$ cat config.mk
export PLATFORM = sky130hd
export DESIGN_NAME = timer_queue_lazy_cancel_unit
export DESIGN_NICKNAME = d
export VERILOG_FILES = /design/src/tql_pkg.sv /design/src/tql_slot_mem.sv /design/src/timer_queue_lazy_cancel_unit.sv
export SDC_FILE = /design/constraint.sdc
export NUM_CORES = 2
export LEC_CHECK = 0
export BUFFER_PORTS_ARGS = -buffer_cell sky130_fd_sc_hd__buf_2
export CAP_MARGIN = 0
export CORE_MARGIN = 2
export CORE_UTILIZATION = 55
export DETAILED_ROUTE_END_ITERATION = 16
export PLACE_DENSITY = 0.72
export SYNTH_ARGS = -nofsm -noshare
export SYNTH_HDL_FRONTEND = slang
export SYNTH_SLANG_ARGS = --single-unit
$ cat constraint.sdc
create_clock -name clk_i -period 14.8 [get_ports clk_i]
set_input_delay 1.48 -clock clk_i [delete_from_list [all_inputs] [get_ports clk_i]]
set_output_delay 1.48 -clock clk_i [all_outputs]
set_load 0.005 [all_outputs]
$ cat src/tql_pkg.sv
// Shared types and codes for the timer queue with lazy cancel.
`timescale 1ns / 1ps
package tql_pkg;

  localparam logic [1:0] MODE_SCHEDULE = 2'd0;
  localparam logic [1:0] MODE_CANCEL   = 2'd1;
  localparam logic [1:0] MODE_ADVANCE  = 2'd2;
  localparam logic [1:0] MODE_REARM    = 2'd3;

  localparam logic [1:0] ST_OK      = 2'd0;
  localparam logic [1:0] ST_FULL    = 2'd1;
  localparam logic [1:0] ST_UNKNOWN = 2'd2;
  localparam logic [1:0] ST_PENDING = 2'd3;

  localparam int unsigned ID_BITS = 32;

  typedef enum logic [6:0] {
    S_IDLE  = 7'b0000001,
    S_SCAN  = 7'b0000010,
    S_LAST  = 7'b0000100,
    S_DEC   = 7'b0001000,
    S_WRITE = 7'b0010000,
    S_FIRE  = 7'b0100000,
    S_DONE  = 7'b1000000
  } state_e;

endpackage

$ cat src/tql_slot_mem.sv
// Slot memory holding due time and id per timer, with a registered read port.
`timescale 1ns / 1ps
module tql_slot_mem #(
  parameter int unsigned DEPTH = 16,
  parameter int unsigned WIDTH = 80
) (
  input  logic                     clk_i,
  input  logic                     we_i,
  input  logic [$clog2(DEPTH)-1:0] waddr_i,
  input  logic [WIDTH-1:0]         wdata_i,
  input  logic [$clog2(DEPTH)-1:0] raddr_i,
  output logic [WIDTH-1:0]         rdata_o
);

  logic [WIDTH-1:0] mem_q [DEPTH];

  always_ff @(posedge clk_i) begin
    if (we_i) begin
      mem_q[waddr_i] <= wdata_i;
    end
    rdata_o <= mem_q[raddr_i];
  end

endmodule

$ cat src/timer_queue_lazy_cancel_unit.sv
// Top level of the timer queue with lazy cancel.
`timescale 1ns / 1ps
// Timer table ordered by due time. Drive start with a request while busy is
// low; results appear on result_valid_o for one cycle each and cannot be
// stalled, last_o marking the final one. Every request scans the slot memory
// one entry per cycle through its single read port. Schedule, cancel and
// rearm keep busy high through one scan and the decide and write states,
// and their result shows in the cycle busy drops. Advance repeats a full scan
// for each removed entry, cancelled ones included, plus a final scan that
// finds none due. A fired id is reported one pass after it is found so that
// the final one can carry last_o. No clearing pass is needed after reset.
module timer_queue_lazy_cancel_unit #(
  parameter int unsigned TIMER_SLOTS = 16,
  parameter int unsigned TIME_BITS   = 48
) (
  input  logic                 clk_i,
  input  logic                 rst_ni,
  input  logic                 start,
  output logic                 busy,
  input  logic [1:0]           mode_i,
  input  logic [31:0]          timer_id_i,
  input  logic [TIME_BITS-1:0] time_value_i,
  input  logic [TIME_BITS-1:0] rearm_interval_i,
  output logic                 result_valid_o,
  output logic [1:0]           status_o,
  output logic [31:0]          result_id_o,
  output logic                 fired_o,
  output logic [$clog2(TIMER_SLOTS+1)-1:0] pending_count_o,
  output logic [TIME_BITS-1:0] current_time_o,
  output logic                 last_o
);

  localparam int unsigned IW = tql_pkg::ID_BITS;
  localparam int unsigned AW = $clog2(TIMER_SLOTS);
  localparam int unsigned CW = $clog2(TIMER_SLOTS+1);
  localparam int unsigned MW = TIME_BITS + IW;
  localparam logic [AW-1:0] LAST_SLOT = AW'(TIMER_SLOTS-1);

  tql_pkg::state_e state_q, state_d;

  logic [TIMER_SLOTS-1:0] valid_q, canc_q;
  logic [IW-1:0]        next_id_q;
  logic [TIME_BITS-1:0] now_q;
  logic [CW-1:0]        count_q;

  logic [1:0]           mode_q;
  logic [TIME_BITS-1:0] tval_q, ival_q;

  logic [AW-1:0]  rptr_q;     // address being read
  logic [AW-1:0]  cptr_q;     // address of data on rdata
  logic           cval_q;     // rdata holds a slot to compare
  logic           hit_q, best_q, free_q, any_fire_q;
  logic [AW-1:0]  hit_idx_q, best_idx_q, free_idx_q;
  logic [TIME_BITS-1:0] best_due_q;
  logic [IW-1:0]  best_id_q;
  logic [IW-1:0]  key_q;      // id sought during the scan
  logic           first_q;    // first pass of an advance
  logic [CW-1:0]  exp_cnt_q;  // entries due, counted on the first pass
  logic [IW-1:0]  hold_id_q;  // fired id not yet reported
  logic           canc_q_was_q;

  logic           we;
  logic [AW-1:0]  waddr;
  logic [MW-1:0]  wdata, rdata;
  logic [TIME_BITS-1:0] r_due;
  logic [IW-1:0]  r_id;
  logic [TIME_BITS:0] sum;

  tql_slot_mem #(.DEPTH(TIMER_SLOTS), .WIDTH(MW)) u_mem (
    .clk_i  (clk_i),
    .we_i   (we),
    .waddr_i(waddr),
    .wdata_i(wdata),
    .raddr_i(rptr_q),
    .rdata_o(rdata)
  );

  assign r_due = rdata[MW-1:IW];
  assign r_id  = rdata[IW-1:0];
  assign busy  = (state_q != tql_pkg::S_IDLE);
  assign sum   = {1'b0, now_q} + {1'b0, ival_q};
  assign pending_count_o = count_q;
  assign current_time_o  = now_q;

  always_comb begin
    we    = 1'b0;
    waddr = free_idx_q;
    wdata = {tval_q, key_q};
    if (state_q == tql_pkg::S_WRITE && mode_q == tql_pkg::MODE_REARM) begin
      wdata = {(sum[TIME_BITS] ? {TIME_BITS{1'b1}} : sum[TIME_BITS-1:0]), key_q};
    end
    if (state_q == tql_pkg::S_WRITE && !hit_q && free_q) begin
      we = 1'b1;
    end
  end

  always_comb begin
    state_d = state_q;
    case (state_q)
      tql_pkg::S_IDLE:  if (start) state_d = tql_pkg::S_SCAN;
      tql_pkg::S_SCAN:  if (rptr_q == LAST_SLOT) state_d = tql_pkg::S_LAST;
      tql_pkg::S_LAST:  state_d = tql_pkg::S_DEC;
      tql_pkg::S_DEC: begin
        if (mode_q == tql_pkg::MODE_ADVANCE) begin
          state_d = best_q ? tql_pkg::S_FIRE : tql_pkg::S_DONE;
        end else begin
          state_d = tql_pkg::S_WRITE;
        end
      end
      tql_pkg::S_WRITE: state_d = tql_pkg::S_IDLE;
      tql_pkg::S_FIRE:  state_d = tql_pkg::S_SCAN;
      tql_pkg::S_DONE:  state_d = tql_pkg::S_IDLE;
      default:          state_d = tql_pkg::S_IDLE;
    endcase
  end

  always_ff @(posedge clk_i or negedge rst_ni) begin
    if (!rst_ni) begin
      state_q        <= tql_pkg::S_IDLE;
      valid_q        <= '0;
      canc_q         <= '0;
      next_id_q      <= IW'(1);
      now_q          <= '0;
      count_q        <= '0;
      result_valid_o <= 1'b0;
      any_fire_q     <= 1'b0;
      first_q        <= 1'b0;
      cval_q         <= 1'b0;
      rptr_q         <= '0;
    end else begin
      state_q        <= state_d;
      result_valid_o <= 1'b0;
      cptr_q         <= rptr_q;
      cval_q         <= (state_q == tql_pkg::S_SCAN);
      if (state_q == tql_pkg::S_SCAN && rptr_q != LAST_SLOT) begin
        rptr_q <= rptr_q + AW'(1);
      end
      // compare the slot read in the previous cycle
      if (cval_q && valid_q[cptr_q]) begin
        if (r_id == key_q) begin
          hit_q     <= 1'b1;
          hit_idx_q <= cptr_q;
        end
        if (r_due <= now_q && (!best_q || r_due < best_due_q ||
            (r_due == best_due_q && r_id < best_id_q))) begin
          best_q     <= 1'b1;
          best_idx_q <= cptr_q;
          best_due_q <= r_due;
          best_id_q  <= r_id;
        end
        if (first_q && r_due <= now_q) begin
          exp_cnt_q <= exp_cnt_q + CW'(1);
        end
      end
      if (cval_q && !valid_q[cptr_q] && !free_q) begin
        free_q     <= 1'b1;
        free_idx_q <= cptr_q;
      end
      case (state_q)
        tql_pkg::S_IDLE: begin
          if (start) begin
            mode_q     <= mode_i;
            tval_q     <= time_value_i;
            ival_q     <= rearm_interval_i;
            key_q      <= (mode_i == tql_pkg::MODE_SCHEDULE) ? next_id_q : timer_id_i;
            rptr_q     <= '0;
            hit_q      <= 1'b0;
            best_q     <= 1'b0;
            free_q     <= 1'b0;
            any_fire_q <= 1'b0;
            first_q    <= 1'b1;
            exp_cnt_q  <= '0;
            if (mode_i == tql_pkg::MODE_SCHEDULE) begin
              next_id_q <= (next_id_q == {IW{1'b1}}) ? IW'(1) : next_id_q + IW'(1);
            end
            if (mode_i == tql_pkg::MODE_ADVANCE && time_value_i > now_q) begin
              now_q <= time_value_i;
            end
          end
        end
        tql_pkg::S_DEC: begin
          // drop every due entry from the count at once
          if (mode_q == tql_pkg::MODE_ADVANCE && first_q) begin
            count_q <= count_q - exp_cnt_q;
            first_q <= 1'b0;
          end
          if (mode_q == tql_pkg::MODE_ADVANCE && best_q) begin
            valid_q[best_idx_q] <= 1'b0;
            canc_q[best_idx_q]  <= 1'b0;
          end
        end
        tql_pkg::S_WRITE: begin
          result_valid_o <= 1'b1;
          last_o         <= 1'b1;
          fired_o        <= 1'b0;
          result_id_o    <= key_q;
          status_o       <= tql_pkg::ST_OK;
          case (mode_q)
            tql_pkg::MODE_SCHEDULE: begin
              if (!free_q) begin
                status_o    <= tql_pkg::ST_FULL;
                result_id_o <= '0;
                next_id_q   <= key_q;   // undo: no id consumed
              end else if (hit_q) begin
                status_o <= tql_pkg::ST_PENDING;
              end
            end
            tql_pkg::MODE_CANCEL: begin
              if (hit_q) canc_q[hit_idx_q] <= 1'b1;
              else status_o <= tql_pkg::ST_UNKNOWN;
            end
            tql_pkg::MODE_REARM: begin
              if (key_q == '0)  status_o <= tql_pkg::ST_UNKNOWN;
              else if (hit_q)   status_o <= tql_pkg::ST_PENDING;
              else if (!free_q) status_o <= tql_pkg::ST_FULL;
            end
            default: status_o <= tql_pkg::ST_OK;
          endcase
          if (we && !(mode_q == tql_pkg::MODE_REARM && key_q == '0) &&
              mode_q != tql_pkg::MODE_CANCEL) begin
            valid_q[free_idx_q] <= 1'b1;
            canc_q[free_idx_q]  <= 1'b0;
            count_q             <= count_q + CW'(1);
          end
        end
        tql_pkg::S_FIRE: begin
          // if this one is live, report the previous live one and hold this one; then rescan
          if (!canc_q_was_q) begin
            if (any_fire_q) begin
              result_valid_o <= 1'b1;
              status_o       <= tql_pkg::ST_OK;
              result_id_o    <= hold_id_q;
              fired_o        <= 1'b1;
              last_o         <= 1'b0;
            end
            any_fire_q <= 1'b1;
            hold_id_q  <= best_id_q;
          end
          rptr_q <= '0;
          best_q <= 1'b0;
        end
        tql_pkg::S_DONE: begin
          result_valid_o <= 1'b1;
          status_o       <= tql_pkg::ST_OK;
          last_o         <= 1'b1;
          if (any_fire_q) begin
            result_id_o <= hold_id_q;
            fired_o     <= 1'b1;
          end else begin
            result_id_o <= '0;
            fired_o     <= 1'b0;
          end
        end
        default: ;
      endcase
    end
  end

  // cancelled flag of the entry removed in the decide cycle
  always_ff @(posedge clk_i or negedge rst_ni) begin
    if (!rst_ni) begin
      canc_q_was_q <= 1'b0;
    end else if (state_q == tql_pkg::S_DEC) begin
      canc_q_was_q <= canc_q[best_idx_q];
    end
  end

endmodule

After elaboration in Yosys (flattened, before gate mapping)
Memory sizes are Yosys's and may differ from the RTL's. A register that Yosys moved wholly into a read port is not among the register bits.
Index checks and enable logic that the tools add are counted.
W data, S select, Z words.
{"block": "totals", "out_inout_bits": 91, "reg_bits": 435, "ram_bits": 1280, "mem_count": 1, "input_bits": 133}
{"block": "op_classes", "eq_ne": 28, "mux": 88, "n_reduce_logical": 51, "addsub": 6, "magnitude_cmp": 11, "bitwise": 8}
{"memory": "u_mem.mem_q", "depth": 16, "width": 80, "rd": 1, "rd_ports_with_merged_regs": 1, "write_ports": 1, "line": "tql_slot_mem.sv:15", "source": "logic [WIDTH-1:0] mem_q [DEPTH];"}
{"op": "$mux W32", "n": 11}
{"op": "$mux W16", "n": 7}
{"op": "$pmux W32 S3", "n": 1}
{"op": "$mux W80", "n": 1}
{"op": "$pmux W16 S2", "n": 2}
{"op": "$pmux W32 S2", "n": 1}
{"op": "$add A48 B48 Y49", "n": 1}
{"op": "$and A16 B16 Y16", "n": 3}
{"op": "$eq A48 B48 Y1", "n": 1}
{"op": "$gt A48 B48 Y1", "n": 1}
{"op": "$le A48 B48 Y1", "n": 1}
{"op": "$lt A48 B48 Y1", "n": 1}
{"op": "$mux W48", "n": 1}
{"op": "$pmux W7 S5", "n": 1}
{"op": "$add A32 B1 Y32 const B", "n": 1}
{"op": "$eq A32 B32 Y1", "n": 1}
{"op": "$eq A32 B32 Y1 const B", "n": 1}
{"op": "$logic_not A32 Y1", "n": 1}
{"op": "$lt A32 B32 Y1", "n": 1}
{"op": "$not A16 Y16", "n": 2}
{"op": "$or A16 B16 Y16", "n": 2}
{"op": "$mux W5", "n": 6}
{"op": "$mux W1", "n": 29}
{"op": "$mux W7", "n": 4}
{"op": "40 further kinds", "n": 111}

Logic depth before layout (Yosys ltp)
{"block": "logic_depth", "depth_word": 11, "mapped_depth": 16}

Cells and area by module
Synthesis repeated with hierarchy kept, for this count alone.
{"block": "unflattened", "cells_unflattened": 4249, "hier_area_um2": 73939.7}
{"module": "tql_slot_mem", "area_per_inst_um2": 49448.7, "n_inst": 1, "cells_per_inst": 2054, "seq_area_each_um2": 40038.4}
{"module": "timer_queue_lazy_cancel_unit", "area_per_inst_um2": 24491.0, "n_inst": 1, "cells_per_inst": 2195, "seq_area_each_um2": 12399.4}

Worst setup path before layout
Ideal clock, no wire load.
{"block": "synth_timing", "path_kind": "flip-flop to flip-flop", "start": "register state_q[1]", "end": "memory u_mem.mem_q[3][0], enable pin", "period_less_slack_ps": 9814, "n_path_buf": 1, "required_time_ps": 14085, "stages_incl_launch_ff": 6, "arrival_ps": 9099, "path_slack_ps": 4986, "path_cell_list": "dfrtp_1 -> or4_1 -> clkbuf_1 -> nor4b_1 -> nand2_1 -> nor4_1"}
{"block": "synth_between", "elab_chain_cells": 6}
{"item": "start: declaration", "line": "timer_queue_lazy_cancel_unit.sv:39", "source": "tql_pkg::state_e state_q, state_d;"}
{"item": "start signal: assignment", "line": "timer_queue_lazy_cancel_unit.sv:119", "source": "state_q <= tql_pkg::S_IDLE;"}
{"item": "start signal: assignment", "line": "timer_queue_lazy_cancel_unit.sv:131", "source": "state_q <= state_d;"}
{"item": "$eq A7 B5 Y1", "line": "timer_queue_lazy_cancel_unit.sv:92", "source": "if (state_q == tql_pkg::S_WRITE && !hit_q && free_q) begin"}
{"item": "$logic_and A1 B1 Y1 (2 in a row)", "line": "timer_queue_lazy_cancel_unit.sv:92"}
{"item": "$mux W1", "line": "timer_queue_lazy_cancel_unit.sv:92"}
{"item": "$mux W1", "line": "tql_slot_mem.sv:18", "source": "if (we_i) begin"}
{"item": "$mux W1 (implied by the code)", "line": "tql_slot_mem.sv:19", "source": "mem_q[waddr_i] <= wdata_i;"}
{"item": "end: declaration", "line": "tql_slot_mem.sv:15"}
No other way between the ends.

Final worst setup path
{"block": "layout_timing", "start": "register now_q[26], in the netlist current_time_o[26]", "end": "memory u_mem.mem_q[5][49], data pin"}
{"block": "layout_between", "elab_chain_cells": 3}
{"item": "start: declaration", "line": "timer_queue_lazy_cancel_unit.sv:43", "source": "logic [TIME_BITS-1:0] now_q;"}
{"item": "start signal: assignment", "line": "timer_queue_lazy_cancel_unit.sv:177", "source": "now_q <= time_value_i;"}
{"item": "$add A48 B48 Y49", "line": "timer_queue_lazy_cancel_unit.sv:81", "source": "assign sum = {1'b0, now_q} + {1'b0, ival_q};"}
{"item": "$mux W48", "line": "timer_queue_lazy_cancel_unit.sv:90", "source": "wdata = {(sum[TIME_BITS] ? {TIME_BITS{1'b1}} : sum[TIME_BITS-1:0]), key_q};"}
{"item": "$mux W80", "line": "timer_queue_lazy_cancel_unit.sv:89", "source": "if (state_q == tql_pkg::S_WRITE && mode_q == tql_pkg::MODE_REARM) begin"}
{"item": "named net u_mem.wdata_i[49]", "line": "tql_slot_mem.sv:10", "source": "input logic [WIDTH-1:0] wdata_i,"}
The timed path passes the listed nets, and every way through them passes these cells.

==> qor.yml <==
startpoint_type: "flop"
critPathSlowestCell: "a21oi_1"
drtPass1Iterations: 6
fin_area_um2: 84400
cts_buffers: 177
layout.nets: 5360
start_util_pct: 55.5
drtIter0Drc: 5347
min_period_ps: 5550
grt_start_max_net_pins: 140
crit_path_max_fanout: 16
fin_setup_tns_ps: 0
tightest_slew_ps: 1410
rsz0062_at_grt: "no"
placementRows: 135
ant_nets: 0
max_freq_mhz: 180
r2r_end: "u_mem.mem_q[5][49]"
clock_power_share_pct: 31.6
cts.clk_slew.worst_paths_ps: 60
power_density_nw_per_um2: 168
intPower_mw: 9.93
drv_cap: 0
required_ps: 15210
synth_area_um2: 75200
io_pins: 224
avgSynthCellArea_um2: 15.9
clock-sinks: 1795
grt_pass1_wl_um: 287000
ff2ff_path_depth: 9
post_cts_buffers: 0
yosys.cell_types.count: 80
worst_setup_path_end_kind: "flop"
grt_pass1_vias: 44000
slew_violations: 0
overflow: 0
r2r_slack_ps: 9250
hold_viol: 0
synthCells: 4729
fillers: 9707
drive_above_1_share_pct: 18.0
crit_buf_inv: 0
timing.rr.start: "current_time_o[26]"
wl_per_cell_um: 28.1
die_h_um: 374
synth.area.top_cells: "edfxtp_1 63%, mux4_2 5.1%, dfrtp_1 4.4%"
synth.top_cell.area_share_pct: 63.2
grtUsageTotal_pct: 27.8
synth_ff_type: "edfxtp_1"
arrival_ps: 5960
path_cells: "ha_1, nand4_1, nor4_1, a221oi_1, nor4_1, a21o_1, o21a_1, a41oi_4, a21oi_1"
antenna_found_initial: 4
gp_congestion: 0.907
timing.final.crit_share_pct: 37.5
min_from: "u_mem.rdata_o[32]"
core_area_um2: 135000
insertion_delay_ps: 810
ys_ff_latch: 1795
whs_ps: 435
die_x_um: 374
synthArstFlopShare_pct: 7.41
synth_most_common_cell: "edfxtp_1"
p_sw_share_pct: 30.1
setup_viol: 0
combinationalPowerShare_pct: 24.1
p_switching_mw: 4.27
cp_common_cell: "nor4_1"
worst_hold_path.num_cells: 0
cts_resized: 0
multi_input_area_um2: 21500
synth-edff-count: 1582
critPathMaxStageDelay_ps: 1180
status: "completed"
peakVddDrop_mv: 0.130
holdBufCountCts: 0
area_delta_synth_final_pct: 12.2
viasPerCell: 6.39
synth_common_cells: "1,582 x edfxtp_1, 299 x a21oi_1, 271 x o21ai_0"
vias: 44300
clock_skew_ps: 22.9
min_path_type: "reg -> reg"
yosys.area.top_type: "edfxtp_1"
regArea_um2: 52500
clockRootBuffer: "clkbuf_16"
yosys_warnings: 0
post-route-util_pct: 62.3
cts_max_level: 4
p_seq_share_pct: 44.2
syn_nets: 5095
dp_hpwl_um: 114000
critPathTopFamily: "compound AO/OA/AOI/OAI gates"
routed_wl_um: 195000
cts_buffer_depth: 3
path_class: "reg -> reg"
synth_seq_area_share_pct: 69.8
drc_errors: 0
relSlewSlack_pct: 5.67
die-area_um2: 140000
place.port_buffers: 223
whs_endpoint: "best_due_q[0]"
leakagePower_nw: 29.5
cts_tree: "yes"
place_area_um2: 78500
[registers in the layout, summed over array words and instances (netlist names), 16 cells and up]
signal          count
u_mem.rdata_o      80
u_mem.mem_q      1280
hold_id_q          32
next_id_q          32
best_due_q         48
canc_q             16
result_id_o        32
tval_q             48
valid_q            16
key_q              32
best_id_q          32
ival_q             48
current_time_o     48
[routing by layer]
layer  vias to the layer above  wire, µm  GRT usage, %
li1                      19300         -             -
met1                     22600     77300          37.6
met2                      2060     95700          45.7
met3                       387     14900          4.32
met4                         2      7250          10.7
met5                         -        11             0
[layout make-up]
class / count / share of cell area [%]
clock buffer: 254 / 5.97
multi-input combinational: 2561 / 25.5
sequential: 1795 / 62.2
inverter: 162 / 0.721
tap: 1781 / 2.64
antenna: 2 / 0.00593
timing repair buffer: 297 / 2.05
clock inverter: 80 / 0.937
[logic make-up (layout without fill, tap and decap cells)]
kind of cell | count (synthesis) | after routing | synth area share, %
xor gates and xnor gates | 82 | 82 | 0.956
other | 0 | 2 | 0
muxes | 577 | 577 | 10.8
and+or+nand+nor | 652 | 652 | 4.19
adders and majority gates | 233 | 233 | 3.90
DFF | 1795 | 1795 | 69.8
buffers and inverters | 373 | 793 | 1.87
AOI/OAI and AO/OA | 1017 | 1017 | 8.54
[power groups by stage]
stage	clock network [mW]	registers [mW]	logic (mW)
floorplan	0	6.21	2.42
global placement	0	6.36	3.33
detailed placement	0	6.38	3.38
CTS	4.54	6.28	3.41
global route	4.74	6.32	3.73
finish	4.49	6.28	3.43
[per-stage QoR]
stage / instances / worst slack [ps] / total power, mW
final: 6932 / 9250 / 14.2
after global routing: 6930 / 9150 / 14.8
after CTS: 6928 / 9460 / 14.2
after detailed placement: 6594 / 9470 / 9.76
after global placement: 6594 / 9440 / 9.69
after floorplan: 4729 / 4990 / 8.63
[how the worst max path moves through the flow]
stage / start / slack [ps] / end / cells after the start
after floorplan: state_q[1] / 4990 / u_mem.mem_q[3][0] / 5
after global placement: current_time_o[25] / 9440 / u_mem.mem_q[10][38] / 8
after detailed placement: current_time_o[26] / 9470 / u_mem.mem_q[13][34] / 8
after CTS: current_time_o[26] / 9460 / u_mem.mem_q[14][34] / 8
after global routing: best_due_q[7] / 9150 / best_due_q[40] / 11
final: current_time_o[26] / 9250 / u_mem.mem_q[5][49] / 9
[layout by cell type, fill, tap and decap left out, types with 17 or more instances in the layout]
cell and instances:
a211oi_1 18, a21o_1 79, a21oi_1 293, a221oi_1 92, a22o_1 32, a22oi_1 81
a31oi_1 23, buf_2 222, buf_4 69, clkbuf_1 51, clkbuf_16 182, clkbuf_8 21
clkinv_1 21, clkinv_2 27, dfrtp_1 127, dfxtp_1 80, edfxtp_1 1582, ha_1 231
inv_1 162, mux2_1 23, mux2_2 141, mux2i_1 244, mux4_2 169, nand2_1 179
nand3_1 42, nand4_1 64, nor2_1 155, nor2b_1 25, nor3_1 58, nor4_1 26
o21a_1 17, o21ai_0 271, xnor2_1 59, xor2_1 23
(Power assumes the default switching activity.)
